<file path="config.mk">
export PLATFORM = sky130hd
export DESIGN_NAME = http_request_header_parser_core
export DESIGN_NICKNAME = d
export VERILOG_FILES = /design/src/hrhp_pkg.sv /design/src/http_request_header_parser_core.sv /design/src/hrhp_front.sv /design/src/hrhp_queue.sv /design/src/hrhp_back.sv
export SDC_FILE = /design/constraint.sdc
export NUM_CORES = 1
export LEC_CHECK = 0
export ABC_AREA = 1
export BUFFER_PORTS_ARGS = -buffer_cell sky130_fd_sc_hd__buf_4
export CORE_MARGIN = 3
export CORE_UTILIZATION = 53
export CTS_CLUSTER_SIZE = 30
export DETAILED_ROUTE_END_ITERATION = 8
export PLACE_DENSITY = 0.78
export SYNTH_ARGS = -nofsm -noshare
export SYNTH_HDL_FRONTEND = slang
export SYNTH_SLANG_ARGS = --single-unit
export TNS_END_PERCENT = 50
</file>
<file path="constraint.sdc">
create_clock -name clock -period 14.5 [get_ports clock]
set_input_delay 2.9 -clock clock [delete_from_list [all_inputs] [get_ports clock]]
set_output_delay 2.9 -clock clock [all_outputs]
set_load 0.01 [all_outputs]
</file>
<file path="src/hrhp_pkg.sv">
// ----------------------------------------------------------------------------
// hrhp_pkg
// Shared types and constants for the request header parser.
// ----------------------------------------------------------------------------
package hrhp_pkg;

   localparam int LengthBits = 32;
   localparam logic [31:0] LengthLimit = (LengthBits >= 32) ? 32'hFFFF_FFFF :
      32'((64'd1 << LengthBits) - 64'd1);

   localparam logic [7:0] ChCr    = 8'h0D;
   localparam logic [7:0] ChLf    = 8'h0A;
   localparam logic [7:0] ChColon = 8'h3A;
   localparam logic [7:0] ChSpace = 8'h20;

   localparam logic [1:0] PhReq   = 2'd0;
   localparam logic [1:0] PhName  = 2'd1;
   localparam logic [1:0] PhValue = 2'd2;
   localparam logic [1:0] PhSkip  = 2'd3;

   localparam logic [2:0] ClsMethod = 3'd0;
   localparam logic [2:0] ClsPath   = 3'd1;
   localparam logic [2:0] ClsVer    = 3'd2;
   localparam logic [2:0] ClsName   = 3'd3;
   localparam logic [2:0] ClsValue  = 3'd4;
   localparam logic [2:0] ClsRef    = 3'd5;
   localparam logic [2:0] ClsDelim  = 3'd6;
   localparam logic [2:0] ClsBody   = 3'd7;

   localparam logic [2:0] KindUnset = 3'd0;
   localparam logic [2:0] KindHtml  = 3'd1;
   localparam logic [2:0] KindText  = 3'd2;
   localparam logic [2:0] KindCss   = 3'd3;
   localparam logic [2:0] KindBin   = 3'd4;

   localparam logic [1:0] Ver09    = 2'd0;
   localparam logic [1:0] Ver10    = 2'd1;
   localparam logic [1:0] VerOther = 2'd2;

   localparam int QueueDepth = 2;

   typedef struct packed {
      logic [7:0] data_byte;
      logic       first;
   } req_type;

   typedef struct packed {
      logic [2:0]  byte_class;
      logic        request_line_done;
      logic        line_error;
      logic [1:0]  version_code;
      logic [2:0]  content_kind;
      logic [31:0] length_value;
      logic        header_done;
      logic        complete;
   } rsp_type;

   // classified byte handed from front to back
   typedef struct packed {
      logic [7:0] data_byte;
      logic       first;
      logic       is_cr;
      logic       is_lf;
      logic       is_colon;
      logic       is_space;
      logic       is_digit;
      logic       is_blank;
      logic [3:0] digit;
   } tok_type;

   function automatic logic [7:0] clen_char(input logic [3:0] pos);
      unique case (pos)
         4'd0:  clen_char = "C";
         4'd1:  clen_char = "o";
         4'd2:  clen_char = "n";
         4'd3:  clen_char = "t";
         4'd4:  clen_char = "e";
         4'd5:  clen_char = "n";
         4'd6:  clen_char = "t";
         4'd7:  clen_char = "-";
         4'd8:  clen_char = "L";
         4'd9:  clen_char = "e";
         4'd10: clen_char = "n";
         4'd11: clen_char = "g";
         4'd12: clen_char = "t";
         4'd13: clen_char = "h";
         default: clen_char = 8'h00;
      endcase
   endfunction

   function automatic logic [7:0] ref_char(input logic [2:0] pos);
      unique case (pos)
         3'd0: ref_char = "R";
         3'd1: ref_char = "e";
         3'd2: ref_char = "f";
         3'd3: ref_char = "e";
         3'd4: ref_char = "r";
         3'd5: ref_char = "e";
         3'd6: ref_char = "r";
         default: ref_char = 8'h00;
      endcase
   endfunction

   function automatic logic [7:0] ver_char(input logic [2:0] pos, input logic is10);
      unique case (pos)
         3'd0: ver_char = "H";
         3'd1: ver_char = "T";
         3'd2: ver_char = "T";
         3'd3: ver_char = "P";
         3'd4: ver_char = "/";
         3'd5: ver_char = is10 ? "1" : "0";
         3'd6: ver_char = ".";
         default: ver_char = is10 ? "0" : "9";
      endcase
   endfunction

endpackage

</file>
<file path="src/http_request_header_parser_core.sv">
// Each accepted byte is written into the token queue, and the back end then
// takes it into the output register, where its result becomes valid.
// Throughput: one byte per cycle unless a side stalls; the two-entry token
// queue and the output register let either side stall without losing a byte.
// Reset: synchronous, active high; clears the queue and all parser state.
// ----------------------------------------------------------------------------
// http_request_header_parser_core
// Byte-serial request header parser, front classifier plus back state machine.
// ----------------------------------------------------------------------------
module http_request_header_parser_core
   import hrhp_pkg::*;
(
   input  logic    clock,
   input  logic    reset,
   input  logic    req_valid,
   output logic    req_stall,
   input  req_type req_data,
   output logic    rsp_valid,
   input  logic    rsp_stall,
   output rsp_type rsp_data
);

   logic    push, full, pop_valid, pop;
   tok_type push_data, pop_data;

   hrhp_front u_front (
      .req_valid, .req_stall, .req_data,
      .tok_valid(push), .tok_full(full), .tok_data(push_data)
   );

   hrhp_queue u_queue (
      .clock, .reset, .push, .push_data, .full, .pop_valid, .pop, .pop_data
   );

   hrhp_back u_back (
      .clock, .reset, .tok_valid(pop_valid), .tok_pop(pop), .tok_data(pop_data),
      .rsp_valid, .rsp_stall, .rsp_data
   );

endmodule

</file>
<file path="src/hrhp_front.sv">
// ----------------------------------------------------------------------------
// hrhp_front
// Accepts request bytes and classifies each into a token for the back end.
// ----------------------------------------------------------------------------
module hrhp_front
   import hrhp_pkg::*;
(
   input  logic    req_valid,
   output logic    req_stall,
   input  req_type req_data,
   output logic    tok_valid,
   input  logic    tok_full,
   output tok_type tok_data
);

   tok_type tok_in;

   always_comb begin
      tok_in           = '0;
      tok_in.data_byte = req_data.data_byte;
      tok_in.first     = req_data.first;
      tok_in.is_cr     = req_data.data_byte == ChCr;
      tok_in.is_lf     = req_data.data_byte == ChLf;
      tok_in.is_colon  = req_data.data_byte == ChColon;
      tok_in.is_space  = req_data.data_byte == ChSpace;
      tok_in.is_digit  = req_data.data_byte >= 8'h30 && req_data.data_byte <= 8'h39;
      tok_in.is_blank  = req_data.data_byte == ChSpace ||
                         (req_data.data_byte >= 8'h09 && req_data.data_byte <= 8'h0C);
      tok_in.digit     = 4'(req_data.data_byte - 8'h30);
   end

   assign req_stall = tok_full;
   assign tok_valid = req_valid && !tok_full;
   assign tok_data  = tok_in;

endmodule

</file>
<file path="src/hrhp_queue.sv">
// ----------------------------------------------------------------------------
// hrhp_queue
// Short token queue between the front and back ends.
// ----------------------------------------------------------------------------
module hrhp_queue
   import hrhp_pkg::*;
(
   input  logic    clock,
   input  logic    reset,
   input  logic    push,
   input  tok_type push_data,
   output logic    full,
   output logic    pop_valid,
   input  logic    pop,
   output tok_type pop_data
);

   tok_type    slot_ff [QueueDepth];
   tok_type    slot_in [QueueDepth];
   logic [0:0] wr_ptr_ff, wr_ptr_in, rd_ptr_ff, rd_ptr_in;
   logic [1:0] count_ff, count_in;

   always_comb begin
      slot_in   = slot_ff;
      wr_ptr_in = wr_ptr_ff;
      rd_ptr_in = rd_ptr_ff;
      count_in  = count_ff;
      if (push) begin
         slot_in[wr_ptr_ff] = push_data;
         wr_ptr_in          = wr_ptr_ff + 1'b1;
      end
      if (pop) begin
         rd_ptr_in = rd_ptr_ff + 1'b1;
      end
      count_in = count_ff + {1'b0, push} - {1'b0, pop};
   end

   always_ff @(posedge clock) begin
      slot_ff <= slot_in;
      if (reset) begin
         wr_ptr_ff <= '0;
         rd_ptr_ff <= '0;
         count_ff  <= '0;
      end else begin
         wr_ptr_ff <= wr_ptr_in;
         rd_ptr_ff <= rd_ptr_in;
         count_ff  <= count_in;
      end
   end

   assign full      = count_ff == 2'(QueueDepth);
   assign pop_valid = count_ff != 2'd0;
   assign pop_data  = slot_ff[rd_ptr_ff];

   assert property (@(posedge clock) disable iff (reset) !(push && full))
      else $error("push into full queue");
   assert property (@(posedge clock) disable iff (reset) !(pop && !pop_valid))
      else $error("pop from empty queue");
   assert property (@(posedge clock) disable iff (reset) count_ff <= 2'(QueueDepth))
      else $error("queue count overflow");

endmodule

</file>
<file path="src/hrhp_back.sv">
// ----------------------------------------------------------------------------
// hrhp_back
// Parser state machine: tags each token and keeps the request status.
// ----------------------------------------------------------------------------
module hrhp_back
   import hrhp_pkg::*;
(
   input  logic    clock,
   input  logic    reset,
   input  logic    tok_valid,
   output logic    tok_pop,
   input  tok_type tok_data,
   output logic    rsp_valid,
   input  logic    rsp_stall,
   output rsp_type rsp_data
);

   logic [2:0]  end_ff, end_in;
   logic [1:0]  phase_ff, phase_in;
   logic [1:0]  part_ff, part_in;
   logic [3:0]  npos_ff, npos_in;
   logic [1:0]  nflag_ff, nflag_in;
   logic [1:0]  vphase_ff, vphase_in;
   logic [3:0]  vmatch_ff, vmatch_in;
   logic [39:0] tail_ff, tail_in;
   logic [15:0] pcount_ff, pcount_in;
   logic [31:0] accum_ff, accum_in;
   logic [31:0] body_ff, body_in;
   logic [31:0] clen_ff, clen_in;
   logic        ldone_ff, ldone_in, lerr_ff, lerr_in, hdone_ff, hdone_in;
   logic        isclen_ff, isclen_in, isref_ff, isref_in, neg_ff, neg_in;
   logic        v09_ff, v09_in, v10_ff, v10_in;
   logic [1:0]  ver_ff, ver_in;
   logic [2:0]  kind_ff, kind_in;
   logic        out_valid_ff, out_valid_in;
   rsp_type     out_ff, out_in;
   logic [2:0]  cls;
   logic [35:0] mul10;
   logic        take;
   tok_type     t;

   // output register may refill while its current result leaves
   assign take    = tok_valid && (!out_valid_ff || !rsp_stall);
   assign tok_pop = take;
   assign t       = tok_data;
   assign mul10   = {4'd0, accum_ff} * 36'd10 + {32'd0, t.digit};

   always_comb begin
      end_in = end_ff; phase_in = phase_ff; part_in = part_ff;
      npos_in = npos_ff; nflag_in = nflag_ff; vphase_in = vphase_ff;
      vmatch_in = vmatch_ff; tail_in = tail_ff; pcount_in = pcount_ff;
      accum_in = accum_ff; body_in = body_ff; clen_in = clen_ff;
      ldone_in = ldone_ff; lerr_in = lerr_ff; hdone_in = hdone_ff;
      isclen_in = isclen_ff; isref_in = isref_ff; neg_in = neg_ff;
      v09_in = v09_ff; v10_in = v10_ff; ver_in = ver_ff; kind_in = kind_ff;
      cls = ClsDelim;
      if (t.first) begin
         end_in = '0; phase_in = PhReq; part_in = '0; npos_in = '0;
         nflag_in = 2'b11; vphase_in = '0; vmatch_in = '0; tail_in = '0;
         pcount_in = '0; accum_in = '0; body_in = '0; clen_in = '0;
         ldone_in = 1'b0; lerr_in = 1'b0; hdone_in = 1'b0; isclen_in = 1'b0;
         isref_in = 1'b0; neg_in = 1'b0; v09_in = 1'b1; v10_in = 1'b1;
         ver_in = Ver09; kind_in = KindUnset;
      end
      if (hdone_in) begin
         cls = ClsBody;
         if (body_in != 32'hFFFF_FFFF) body_in = body_in + 32'd1;
      end else begin
         unique case (end_in)
            3'd0: end_in = t.is_cr ? 3'd1 : 3'd0;
            3'd1: end_in = t.is_lf ? 3'd2 : 3'd0;
            3'd2: end_in = t.is_cr ? 3'd3 : 3'd0;
            3'd3: end_in = t.is_lf ? 3'd4 : 3'd0;
            default: end_in = 3'd4;
         endcase
         unique case (phase_in)
            PhReq: begin
               if (t.is_cr) begin
                  ldone_in = 1'b1;
                  if (part_in != 2'd2) begin
                     lerr_in = 1'b1; ver_in = VerOther;
                  end else if (vmatch_in == 4'd8 && v09_in) ver_in = Ver09;
                  else if (vmatch_in == 4'd8 && v10_in) ver_in = Ver10;
                  else ver_in = VerOther;
                  if (pcount_in > 16'd5) begin
                     if (tail_in == 40'h2E68746D6C) kind_in = KindHtml;
                     else if (tail_in[31:0] == 32'h2E68746D) kind_in = KindHtml;
                     else if (tail_in[31:0] == 32'h2E747874) kind_in = KindText;
                     else if (tail_in[31:0] == 32'h2E637373) kind_in = KindCss;
                     else kind_in = KindBin;
                  end
                  phase_in = PhSkip;
               end else if (part_in == 2'd0) begin
                  if (t.is_space) part_in = 2'd1; else cls = ClsMethod;
               end else if (part_in == 2'd1) begin
                  if (t.is_space) part_in = 2'd2;
                  else begin
                     cls = ClsPath;
                     tail_in = {tail_in[31:0], t.data_byte};
                     if (pcount_in != 16'hFFFF) pcount_in = pcount_in + 16'd1;
                  end
               end else begin
                  cls = ClsVer;
                  if (vmatch_in < 4'd8) begin
                     if (t.data_byte != ver_char(vmatch_in[2:0], 1'b0)) v09_in = 1'b0;
                     if (t.data_byte != ver_char(vmatch_in[2:0], 1'b1)) v10_in = 1'b0;
                  end
                  if (vmatch_in < 4'd9) vmatch_in = vmatch_in + 4'd1;
               end
            end
            PhName: begin
               if (t.is_cr) phase_in = PhSkip;
               else if (t.is_colon) begin
                  isclen_in = nflag_in[0] && npos_in == 4'd14;
                  isref_in  = nflag_in[1] && npos_in == 4'd7;
                  neg_in = 1'b0; vphase_in = '0; accum_in = '0; phase_in = PhValue;
               end else begin
                  cls = ClsName;
                  if (npos_in >= 4'd14 || t.data_byte != clen_char(npos_in))
                     nflag_in[0] = 1'b0;
                  if (npos_in >= 4'd7 || t.data_byte != ref_char(npos_in[2:0]))
                     nflag_in[1] = 1'b0;
                  if (npos_in < 4'd15) npos_in = npos_in + 4'd1;
               end
            end
            PhValue: begin
               if (t.is_cr) begin
                  if (isclen_in) clen_in = neg_in ? 32'd0 : accum_in;
                  phase_in = PhSkip;
               end else begin
                  cls = isref_in ? ClsRef : ClsValue;
                  if (isclen_in) begin
                     unique case (vphase_in)
                        2'd0: begin
                           if (!t.is_blank) begin
                              if (t.data_byte == 8'h2B) vphase_in = 2'd1;
                              else if (t.data_byte == 8'h2D) begin
                                 neg_in = 1'b1; vphase_in = 2'd1;
                              end else if (t.is_digit) begin
                                 accum_in = {28'd0, t.digit}; vphase_in = 2'd2;
                              end else vphase_in = 2'd3;
                           end
                        end
                        2'd1, 2'd2: begin
                           if (t.is_digit) begin
                              accum_in = (mul10 > {4'd0, LengthLimit}) ? LengthLimit
                                                                       : mul10[31:0];
                              vphase_in = 2'd2;
                           end else vphase_in = 2'd3;
                        end
                        default: ;
                     endcase
                  end
               end
            end
            default: begin
               phase_in = PhName; npos_in = '0; nflag_in = 2'b11;
            end
         endcase
         if (end_in == 3'd4) begin
            hdone_in = 1'b1; cls = ClsDelim;
         end
      end
      out_in = '{byte_class: cls, request_line_done: ldone_in, line_error: lerr_in,
                 version_code: ver_in, content_kind: kind_in,
                 length_value: clen_in, header_done: hdone_in,
                 complete: hdone_in && body_in >= clen_in};
      out_valid_in = take || (out_valid_ff && rsp_stall);
   end

   always_ff @(posedge clock) begin
      if (reset) begin
         out_valid_ff <= 1'b0;
         end_ff <= '0; phase_ff <= PhReq; part_ff <= '0; npos_ff <= '0;
         nflag_ff <= 2'b11; vphase_ff <= '0; vmatch_ff <= '0; tail_ff <= '0;
         pcount_ff <= '0; accum_ff <= '0; body_ff <= '0; clen_ff <= '0;
         ldone_ff <= 1'b0; lerr_ff <= 1'b0; hdone_ff <= 1'b0;
         isclen_ff <= 1'b0; isref_ff <= 1'b0; neg_ff <= 1'b0;
         v09_ff <= 1'b1; v10_ff <= 1'b1; ver_ff <= Ver09; kind_ff <= KindUnset;
      end else begin
         out_valid_ff <= out_valid_in;
         if (take) begin
            out_ff <= out_in;
            tail_ff <= tail_in; pcount_ff <= pcount_in; accum_ff <= accum_in;
            body_ff <= body_in; clen_ff <= clen_in; npos_ff <= npos_in;
            nflag_ff <= nflag_in; vphase_ff <= vphase_in; vmatch_ff <= vmatch_in;
            isclen_ff <= isclen_in; isref_ff <= isref_in; neg_ff <= neg_in;
            v09_ff <= v09_in; v10_ff <= v10_in; ver_ff <= ver_in; kind_ff <= kind_in;
            part_ff <= part_in; end_ff <= end_in; phase_ff <= phase_in;
            ldone_ff <= ldone_in; lerr_ff <= lerr_in; hdone_ff <= hdone_in;
         end
      end
   end

   assign rsp_valid = out_valid_ff;
   assign rsp_data  = out_ff;

   assert property (@(posedge clock) disable iff (reset)
      rsp_valid && rsp_stall |=> rsp_valid && $stable(rsp_data))
      else $error("stalled result lost");
   assert property (@(posedge clock) disable iff (reset)
      rsp_valid && rsp_data.complete |-> rsp_data.header_done)
      else $error("complete without header done");
   assert property (@(posedge clock) disable iff (reset)
      rsp_valid && rsp_data.line_error |-> rsp_data.request_line_done &&
      rsp_data.version_code == VerOther)
      else $error("line error without line done");

endmodule
</file>
== Yosys cells after proc, flatten, opt, wreduce, memory -nomap -nowiden ==
Memory sizes are Yosys's and may differ from the RTL's.
Index checks and enable logic that the tools add are counted.

* Register bits after elaboration: 271
* ROM bits: 112
* Output and inout bits: 46
* Word-level logic and storage cells: 355
* Memories: 1

* $add $sub $neg: 10
* Multipliers: 1
* $lt $le $gt $ge: 15
* Equality and inequality tests: 42
* Muxes and demuxes: 197
* Bitwise operators: 3
* Reductions and logical operators: 33

{| class="wikitable"
|+ Memories
! name !! words !! width !! read ports !! clocked after memory_dff !! write ports !! line !! text
|-
| (name not given) || 16 || 7 || 1 || 0 || 0 || hrhp_pkg.sv:72 || <nowiki>unique case (pos)</nowiki>
|}

{| class="wikitable"
|+ Operators by type and width
! kind !! count
|-
| $mux 32 || 21
|-
| $mux 40 || 7
|-
| $mux 8 || 20
|-
| $mux 16 || 8
|-
| $pmux 32 s2 || 2
|-
| $eq 32x30->1 const B || 3
|-
| $pmux 7 s6 || 2
|-
| $mux 19 || 4
|-
| $mux 2 || 35
|-
| $mux 3 || 21
|-
| $mux 1 || 54
|-
| $mux 4 || 12
|-
| $eq 40x38->1 const B || 1
|-
| $bwmux 38 || 1
|-
| $add 36x4->36 || 1
|-
| $gt 36x32->1 const B || 1
|-
| $mul 32x3->35 const B || 1
|-
| $add 32x1->32 const B || 1
|-
| $eq 8x6->1 const B || 4
|-
| $ge 32x32->1 || 1
|-
| $ne 32x32->1 const B || 1
|-
| $ne 8x8->1 || 4
|-
| $pmux 7 s4 || 1
|-
| $eq 3x3->1 const B || 7
|-
| other kinds (42) || 88
|}

== Longest topological paths before layout ==
Gate-level depths: netlist (run 1).

* Depth in word-level cells: 22
* Depth in mapped cells: 38
* Mapped depth without buffers: 32

== Hierarchy ==
From an unflattened synthesis (run 1), not the netlist that was laid out.

* Cell total of the unflattened synthesis: 3,387
* Area total of the unflattened synthesis: 21,544.4 um2

{| class="wikitable"
|+ By module, submodules not included
! module !! instances !! cells an instance !! area an instance (um2)
|-
| hrhp_back || 1 || 3,252 || 19,711.4
|-
| hrhp_queue || 1 || 88 || 1,577.8
|-
| hrhp_front || 1 || 47 || 255.2
|}

== Worst setup path before layout (run 1) ==
No wires, ideal clock.

* Kind: input to register
* Start point: input rsp_stall
* End point: register u_back.end_ff[2]
* Setup time: 104 ps
* Arrival time: 5,899 ps
* Data required time: 14,396 ps
* Slack: 8,496 ps
* Cell stages on the path: 5
* Path buffers: 0
* Cells stage by stage: nand2_1 -> o21ai_1 -> nor2_1 -> inv_1 -> o41ai_1

* Cells in the longest elaborated chain, start to end: 3

{| class="wikitable"
|+ RTL lines
! element !! line !! text
|-
| start: declaration || http_request_header_parser_core.sv:19 || <nowiki>input logic rsp_stall,</nowiki>
|-
| $logic_not 1->1 || hrhp_back.sv:43 || <nowiki>assign take = tok_valid && (!out_valid_ff || !rsp_stall);</nowiki>
|-
| $logic_or 1x1->1 || hrhp_back.sv:43 ||
|-
| $logic_and 1x1->1 || hrhp_back.sv:43 ||
|-
| end signal: assignment || hrhp_back.sv:189 || <nowiki>part_ff <= part_in; end_ff <= end_in; phase_ff <= phase_in;</nowiki>
|-
| end: declaration || hrhp_back.sv:18 || <nowiki>logic [2:0] end_ff, end_in;</nowiki>
|}

No other way between the ends.
A chain may end at the register's enable or synchronous reset.

==> metrics.md, run 1 <==
| Metric | Value |
|---|---|
| Status | complete, no violations |
| Multi-input logic area | 12,400 um^2 |
| Crit Path Class | reg2reg |
| Commonest non-fill, non-tap cell in the layout | nand2_1 |
| Power Dens Cells | 176 nW/um^2 |
| Via count | 21,500 |
| Share of post-route cells with drive strength above 1 | 6.29% |
| Die X | 206 um |
| EDFF count, synth | 74 |
| Largest net degree at the start of global routing | 112 |
| Area growth, synth to finish | 7.39% |
| Die footprint | 42,600 um^2 |
| Post-cts sizing count | 0 |
| Tmin final | 6.61 ns |
| Worst Setup EP | u_back.rsp_data[0] |
| Router iterations before antenna repair | 8 |
| Chip height | 206 um |
| Worst slew pin tran | 1.20 ns |
| Core Rows | 72 |
| Most frequent cells in the layout | nand2_1 (836), inv_1 (591), a21oi_1 (407) |
| Slew Viols, Final | 0 |
| Setup crit start | u_queue.rd_ptr_ff |
| Post-Syn Instances | 3,431 |
| Post-CTS Setup Repair Bufs | 0 |
| Syn. warnings | 0 |
| Cts bufs inserted | 28 |
| Clock Skews | 0.0132 ns |
| Max H-tree Level | 1 |
| RSZ-0062 raised after global routing | no |
| Worst setup SP type | register |
| # IOs | 59 |
| Worst path bufs/invs | 7 |
| R2r setup slk | 7.89 ns |
| Remaining DRCs | 0 |
| CTS max path bufs | 3 |
| Netlist Area Pre-Place | 21,300 um^2 |
| Sequential Area | 6010 um^2 |
| Dpl cells | 3,882 |
| Unique masters post-synth | 60 |
| Via-to-Cell Ratio | 5.47 |
| Setup violators final | 0 |
| Detailed-route wire length per cell | 15.1 um |
| Crit-path slowest cell | clkinv_1 |
| Total power | 4030 uW |
| Register area share after synthesis | 28.2% |
| Required time of the worst setup path | 14.81 ns |
| Initial antenna violation count | 0 |
| Crit-path leading delay family | buffers and inverters |
| Synth async-reset ratio | 0% |
| Antenna fix cells | 0 |
| Vias in the first global route | 20,100 |
| Critical Path End Type | register |
| Total gr overflow | 0 |
| Worst hold margin | 0.465 ns |
| Final core utilization | 58.4% |
| Clk root buf | clkbuf_16 |
| Fin cells | 3,934 |
| Port Buffers | 58 |
| Worst reg2reg path endpoint | u_back.rsp_data[0] |
| Critical Path Stages | 27 |
| Max Cap Violations | 0 |
| Synthesized flop and latch total | 263 |
| Final Hold Viols | 0 |
| Post-DP HPWL | 41.4 mm |
| CP max stage delay | 0.91 ns |
| Worst-case vdd ir drop | 207 uV |
| Reg clk slew, reported paths | 0.06 ns |
| Setup_tns | 0 ns |
| Post-synth top flop | dfxtp_1 |
| CTS tree | built |
| Period utilization | 45.6% |
| Gpl congestion | 0.966 |
| Slew HR | 19.9% |
| Layout net count | 3,526 |
| Leakage power | 0.0104 uW |
| Gr usage total | 27.7% |
| First-pass GRT wire length | 97.9 mm |
| Initial DRC Count | 1,969 |
| Worst R2R Path Depth | 27 |
| Starting density of the core | 54.4% |
| Total wire length | 59.6 mm |
| CTS Hold Buffers Added | 0 |
| CTS Sinks | 263 |
| Crit-path max FO | 35 |
| Filler cell count | 3,866 |
| Fmax achieved | 0.151 GHz |
| Avg Cell Area, Syn | 6.21 um^2 |
| HP Class | reg2reg |
| Reg2reg start | u_queue.rd_ptr_ff |
| Core ar. | 39,200 um^2 |
| Syn_nets | 3,563 |
| Clk Latency, worst-skew pair | 0.56 ns |
| WP data arrival | 6.92 ns |
| Final ANT Viol Nets | 0 |
==> stage by stage <==
stage | instance area, um^2 | setup WS (ns)
floorplan | 21300 | 8.50
global placement | 22000 | 8.31
detailed placement | 22000 | 8.07
CTS | 22900 | 8.02
global route | 22900 | 7.33
finish | 22900 | 7.89
==> registers in the layout, indices dropped and copies added, names as in the netlist, 3 cells and up <==
register and flops:
u_back.end_ff 3, u_back.clen_ff 32, u_back.body_ff 32, u_back.npos_ff 4, u_back.rsp_data 44, u_queue.slot_ff 30
u_back.tail_ff 40, u_back.kind_ff 3, u_back.vmatch_ff 4, u_back.pcount_ff 16, u_back.accum_ff 32
==> cell usage after synthesis (7+ instances only) <==
library cell | instances | area [um^2]
nor4_1 | 11 | 68.8
buf_1 | 19 | 71.3
inv_1 | 593 | 2230
a21oi_1 | 407 | 2040
xor2_1 | 43 | 377
and2_1 | 7 | 43.8
nand3_1 | 186 | 931
nand2_1 | 837 | 3140
edfxtp_1 | 74 | 2220
nor2_1 | 279 | 1050
xnor2_1 | 12 | 105
dfxtp_1 | 189 | 3780
o221ai_1 | 9 | 78.8
clkbuf_1 | 107 | 402
ha_1 | 117 | 1460
o32ai_1 | 7 | 61.3
nor3_1 | 54 | 270
inv_2 | 14 | 52.6
or2_2 | 8 | 50.1
nand2_2 | 22 | 138
nor2_2 | 12 | 75.1
o211ai_1 | 30 | 225
nand3_2 | 9 | 90.1
o21ai_0 | 229 | 1150
buf_2 | 10 | 50.1
nor3_2 | 7 | 70.1
nand4_1 | 45 | 282
buf_6 | 7 | 78.8
a31oi_1 | 9 | 56.3
==> report_power, final <==
group          total, uW  internal [uW]  leakage [uW]  switching, uW
registers           1120            979       0.00225            140
logic               2190            679       0.00769           1520
clock network        716            412      0.000444            304
total               4030           2070        0.0104           1960
==> logic make-up after synthesis <==
group	Yosys count	share of synthesized area, %
and+or+nand+nor	1496	30.0
buffers and inverters	759	13.7
AOI/OAI and AO/OA	738	18.7
DFF	263	28.2
adders and majority gates	119	7.06
xor gates and xnor gates	55	2.26
muxes	1	0.0470
==> metal layers <==
metal	up-vias	global-route usage (%)	share of wire, %
li1	11000	-	-
met1	9612	35.5	43
met2	766	48.2	47
met3	134	3.32	6.6
met4	0	9.45	3.6
met5	-	0	0
==> area by class of cell <==
| type | instances | area share [%] |
|---|---|---|
| Tap cell | 518 | 2.83 |
| Inverter | 613 | 10.1 |
| Multi-Input combinational cell | 2409 | 54.3 |
| Clock inverter | 15 | 0.591 |
| Timing Repair Buffer | 79 | 2.59 |
| Clock buffer | 37 | 3.39 |
| Sequential cell | 263 | 26.3 |
==> tightest hold or removal path: stages (launching register included) <==
cell,delay [ns]
dfxtp_1,0.31
nand2_1,0.06
a21oi_1,0.05
==> how the worst min path moves through the flow <==
stage                                  start  slack [ns]            endpoint  depth (start not counted)
after detailed placement    u_back.end_ff[2]        0.44    u_back.end_ff[2]                          2
final                     u_back.tail_ff[21]        0.46  u_back.tail_ff[21]                          2
after global routing        u_back.end_ff[2]        0.49    u_back.end_ff[2]                          2
after global placement      u_back.end_ff[2]        0.44    u_back.end_ff[2]                          2
after CTS                 u_back.tail_ff[34]        0.47  u_back.tail_ff[34]                          2
after floorplan             u_back.end_ff[2]        0.42    u_back.end_ff[2]                          2
Note: power is estimated with default switching activity, not from simulation.
==> inputs of run 2 (changes only) <==
- clock period: 14.5 -> 6.2 ns (I/O delays scaled with it)
==> run 2 against run 1 <==
Net effect:
- first-iteration DRC count grew 1.9%
- sequential share of layout area shrank 0.11 points
- global-route usage grew 0.37 points
- critical path depth is the same
- worst hold slack lost 0.0067 ns
- sequential cell count is the same
- wire length grew 2.1%
- via count grew 1.2%
- core utilization grew 0.24 points
- clock skew grew 0.010 ns
- die area is the same
==> metrics.md, run 2 (synthesized netlist as in run 1, its figures left out) <==
| Metric | Value |
|---|---|
| Status | complete, no violations |
| Total power | 9550 uW (+140%) |
| Area growth, synth to finish | 7.82% |
| Die footprint | 42,600 um^2 (unchanged) |
| CTS Hold Buffers Added | 0 (unchanged) |
| Via-to-Cell Ratio | 5.53 (+1.1%) |
| Gr usage total | 28.0% (+0.37 points) |
| Critical Path End Type | register |
| Setup_tns | 0 ns (unchanged) |
| WP data arrival | 5.65 ns (-1.27 ns) |
| RSZ-0062 raised after global routing | no |
| Required time of the worst setup path | 6.51 ns (-8.30 ns) |
| Share of post-route cells with drive strength above 1 | 6.52% (+0.22 points) |
| Worst reg2reg path endpoint | u_back.rsp_data[0] |
| Chip height | 206 um (unchanged) |
| R2r setup slk | 0.85 ns (-7.04 ns) |
| Period utilization | 86.2% (+41 points) |
| Hold Path Depth | 2 (unchanged) |
| Starting density of the core | 54.4% (unchanged) |
| Post-cts sizing count | 0 (unchanged) |
| Max H-tree Level | 1 (unchanged) |
| Filler cell count | 3,813 (-1.4%) |
| Total gr overflow | 0 (unchanged) |
| Router iterations before antenna repair | 6 (-2) |
| HP Class | reg2reg |
| Final Hold Viols | 0 (unchanged) |
| Gpl congestion | 0.967 (+0.12%) |
| Core Rows | 72 (unchanged) |
| Antenna fix cells | 0 (unchanged) |
| Crit-path max FO | 31 (-11%) |
| Placement Cell Area | 22,000 um^2 (+0.23%) |
| Worst setup SP type | register |
| Hold path endpoint | u_back.end_ff[2] |
| Largest net degree at the start of global routing | 190 (+70%) |
| Cts bufs inserted | 28 (unchanged) |
| Layout net count | 3,531 (+0.14%) |
| Leakage power | 0.0104 uW (+0.56%) |
| Initial DRC Count | 2,006 (+1.9%) |
| Remaining DRCs | 0 (unchanged) |
| Final instance area | 23,000 um^2 (+0.40%) |
| Detailed-route wire length per cell | 15.4 um (+1.9%) |
| Power Dens Cells | 416 nW/um^2 (+140%) |
| Fmax achieved | 0.187 GHz (+24%) |
| Total wire length | 60.8 mm (+2.1%) |
| CTS Sinks | 263 (unchanged) |
| Slew HR | 22.2% (+2.4 points) |
| Clock Skews | 0.0234 ns (+0.0103 ns) |
| CTS tree | built |
| Worst slew pin tran | 1.15 ns (-0.0435 ns) |
| Commonest non-fill, non-tap cell in the layout | nand2_1 |
| Core ar. | 39,200 um^2 (unchanged) |
| Die X | 206 um (unchanged) |
| Via count | 21,800 (+1.2%) |
| Max Cap Violations | 0 (unchanged) |
| Clk root buf | clkbuf_16 |
| Vias in the first global route | 20,200 (+0.49%) |
| Reg2reg start | u_queue.rd_ptr_ff |
| Initial antenna violation count | 0 (unchanged) |
| Most frequent cells in the layout | nand2_1 (836), inv_1 (592), a21oi_1 (407) |
| CTS max path bufs | 3 (unchanged) |
| Worst R2R Path Depth | 27 (unchanged) |
| Clk Latency, worst-skew pair | 0.57 ns (about the same) |
| Port Buffers | 58 (unchanged) |
| Final ANT Viol Nets | 0 (unchanged) |
| # IOs | 59 (unchanged) |
| Worst hold margin | 0.458 ns (-0.00670 ns) |
| Worst-case vdd ir drop | 961 uV (+370%) |
| Setup violators final | 0 (unchanged) |
| Post-CTS Setup Repair Bufs | 0 (unchanged) |
| Reg clk slew, reported paths | 0.07 ns (about the same) |
| Tmin final | 5.35 ns (-1.26 ns) |
| First-pass GRT wire length | 98.8 mm (+0.92%) |
| Max FFs per register | 44 (unchanged) |
| Slew Viols, Final | 0 (unchanged) |
| Hold path start | u_back.end_ff[2] |
| Post-DP HPWL | 42.5 mm (+2.6%) |
| Crit Path Class | reg2reg |
==> run 2: cell types whose count changed in the layout (fill, tap and decap cells not counted) <==
cell        change
bufinv_16       +1
inv_4           +2
clkinv_8        +1
clkbuf_1        -1
inv_1           +1
clkinvlp_2      -1
clkinv_4        -2
inv_6           +2
buf_4           +4
buf_12          +1
clkinv_1        -3
==> run 2: critical path, stage by stage (launching register included) <==
cell       delay [ns]
dfxtp_1          0.70
inv_2            0.23
nand2_2          0.13
nand2_4          0.18
inv_2            0.40
nand2_1          0.21
inv_1            0.13
ha_1             0.22
clkinv_1         0.10
nor2_1           0.27
nand3_1          0.19
inv_1            0.09
buf_4            0.33
nand3_1          0.14
o21ai_0          0.24
inv_1            0.10
ha_1             0.33
a21oi_1          0.12
nand3b_1         0.11
o2111ai_1        0.12
a21oi_1          0.20
o211ai_1         0.11
nand4_1          0.08
o211ai_1         0.08
nand2_1          0.07
nand3b_1         0.07
nand2_1          0.07
inv_1            0.05
==> run 2: layer usage <==
layer | share of wire, % | GRT usage [%]
met2 | 45 | 46.9
met1 | 42 | 35.5
met5 | 0 | 0
met4 | 5.7 | 14.1
met3 | 6.9 | 3.78
==> run 2: worst max path at each step <==
stage,slack [ns],cells past startpoint,end,startpoint
after CTS,0.90,27,u_back.rsp_data[0],u_queue.rd_ptr_ff
after floorplan,1.55,38,u_back.rsp_data[0],u_queue.rd_ptr_ff
after global placement,1.09,27,u_back.rsp_data[0],u_queue.rd_ptr_ff
after detailed placement,0.95,27,u_back.rsp_data[0],u_queue.rd_ptr_ff
after global routing,0.21,27,u_back.rsp_data[0],u_queue.rd_ptr_ff
final,0.85,27,u_back.rsp_data[0],u_queue.rd_ptr_ff
==> run 2: power breakdown <==
part / internal (uW) / switching (uW) / total [uW] / leakage (uW)
logic: 1600 / 3580 / 5190 / 0.00772
registers: 2290 / 328 / 2620 / 0.00225
clock network: 1010 / 735 / 1750 / 0.000474
==> run 2: layout make-up <==
type | count | area [um^2] | share of cell area, %
clock buffers | 36 | 772 | 3.36
clock inverters | 16 | 181 | 0.790
inverters | 613 | 2300 | 10.0
multi-input cells | 2409 | 12400 | 54.1
flip-flops and latches | 263 | 6010 | 26.1
well taps | 518 | 648 | 2.82
repair buffers | 84 | 643 | 2.80
==> run 2: per-stage QoR <==
stage	util (%)	std cells	setup slack, ns
after detailed placement	56.2	3887	0.949
after global placement	56.2	3887	1.09
final	58.6	3939	0.854
after CTS	58.6	3939	0.901
after global routing	58.6	3939	0.208
after floorplan	-	3431	1.55
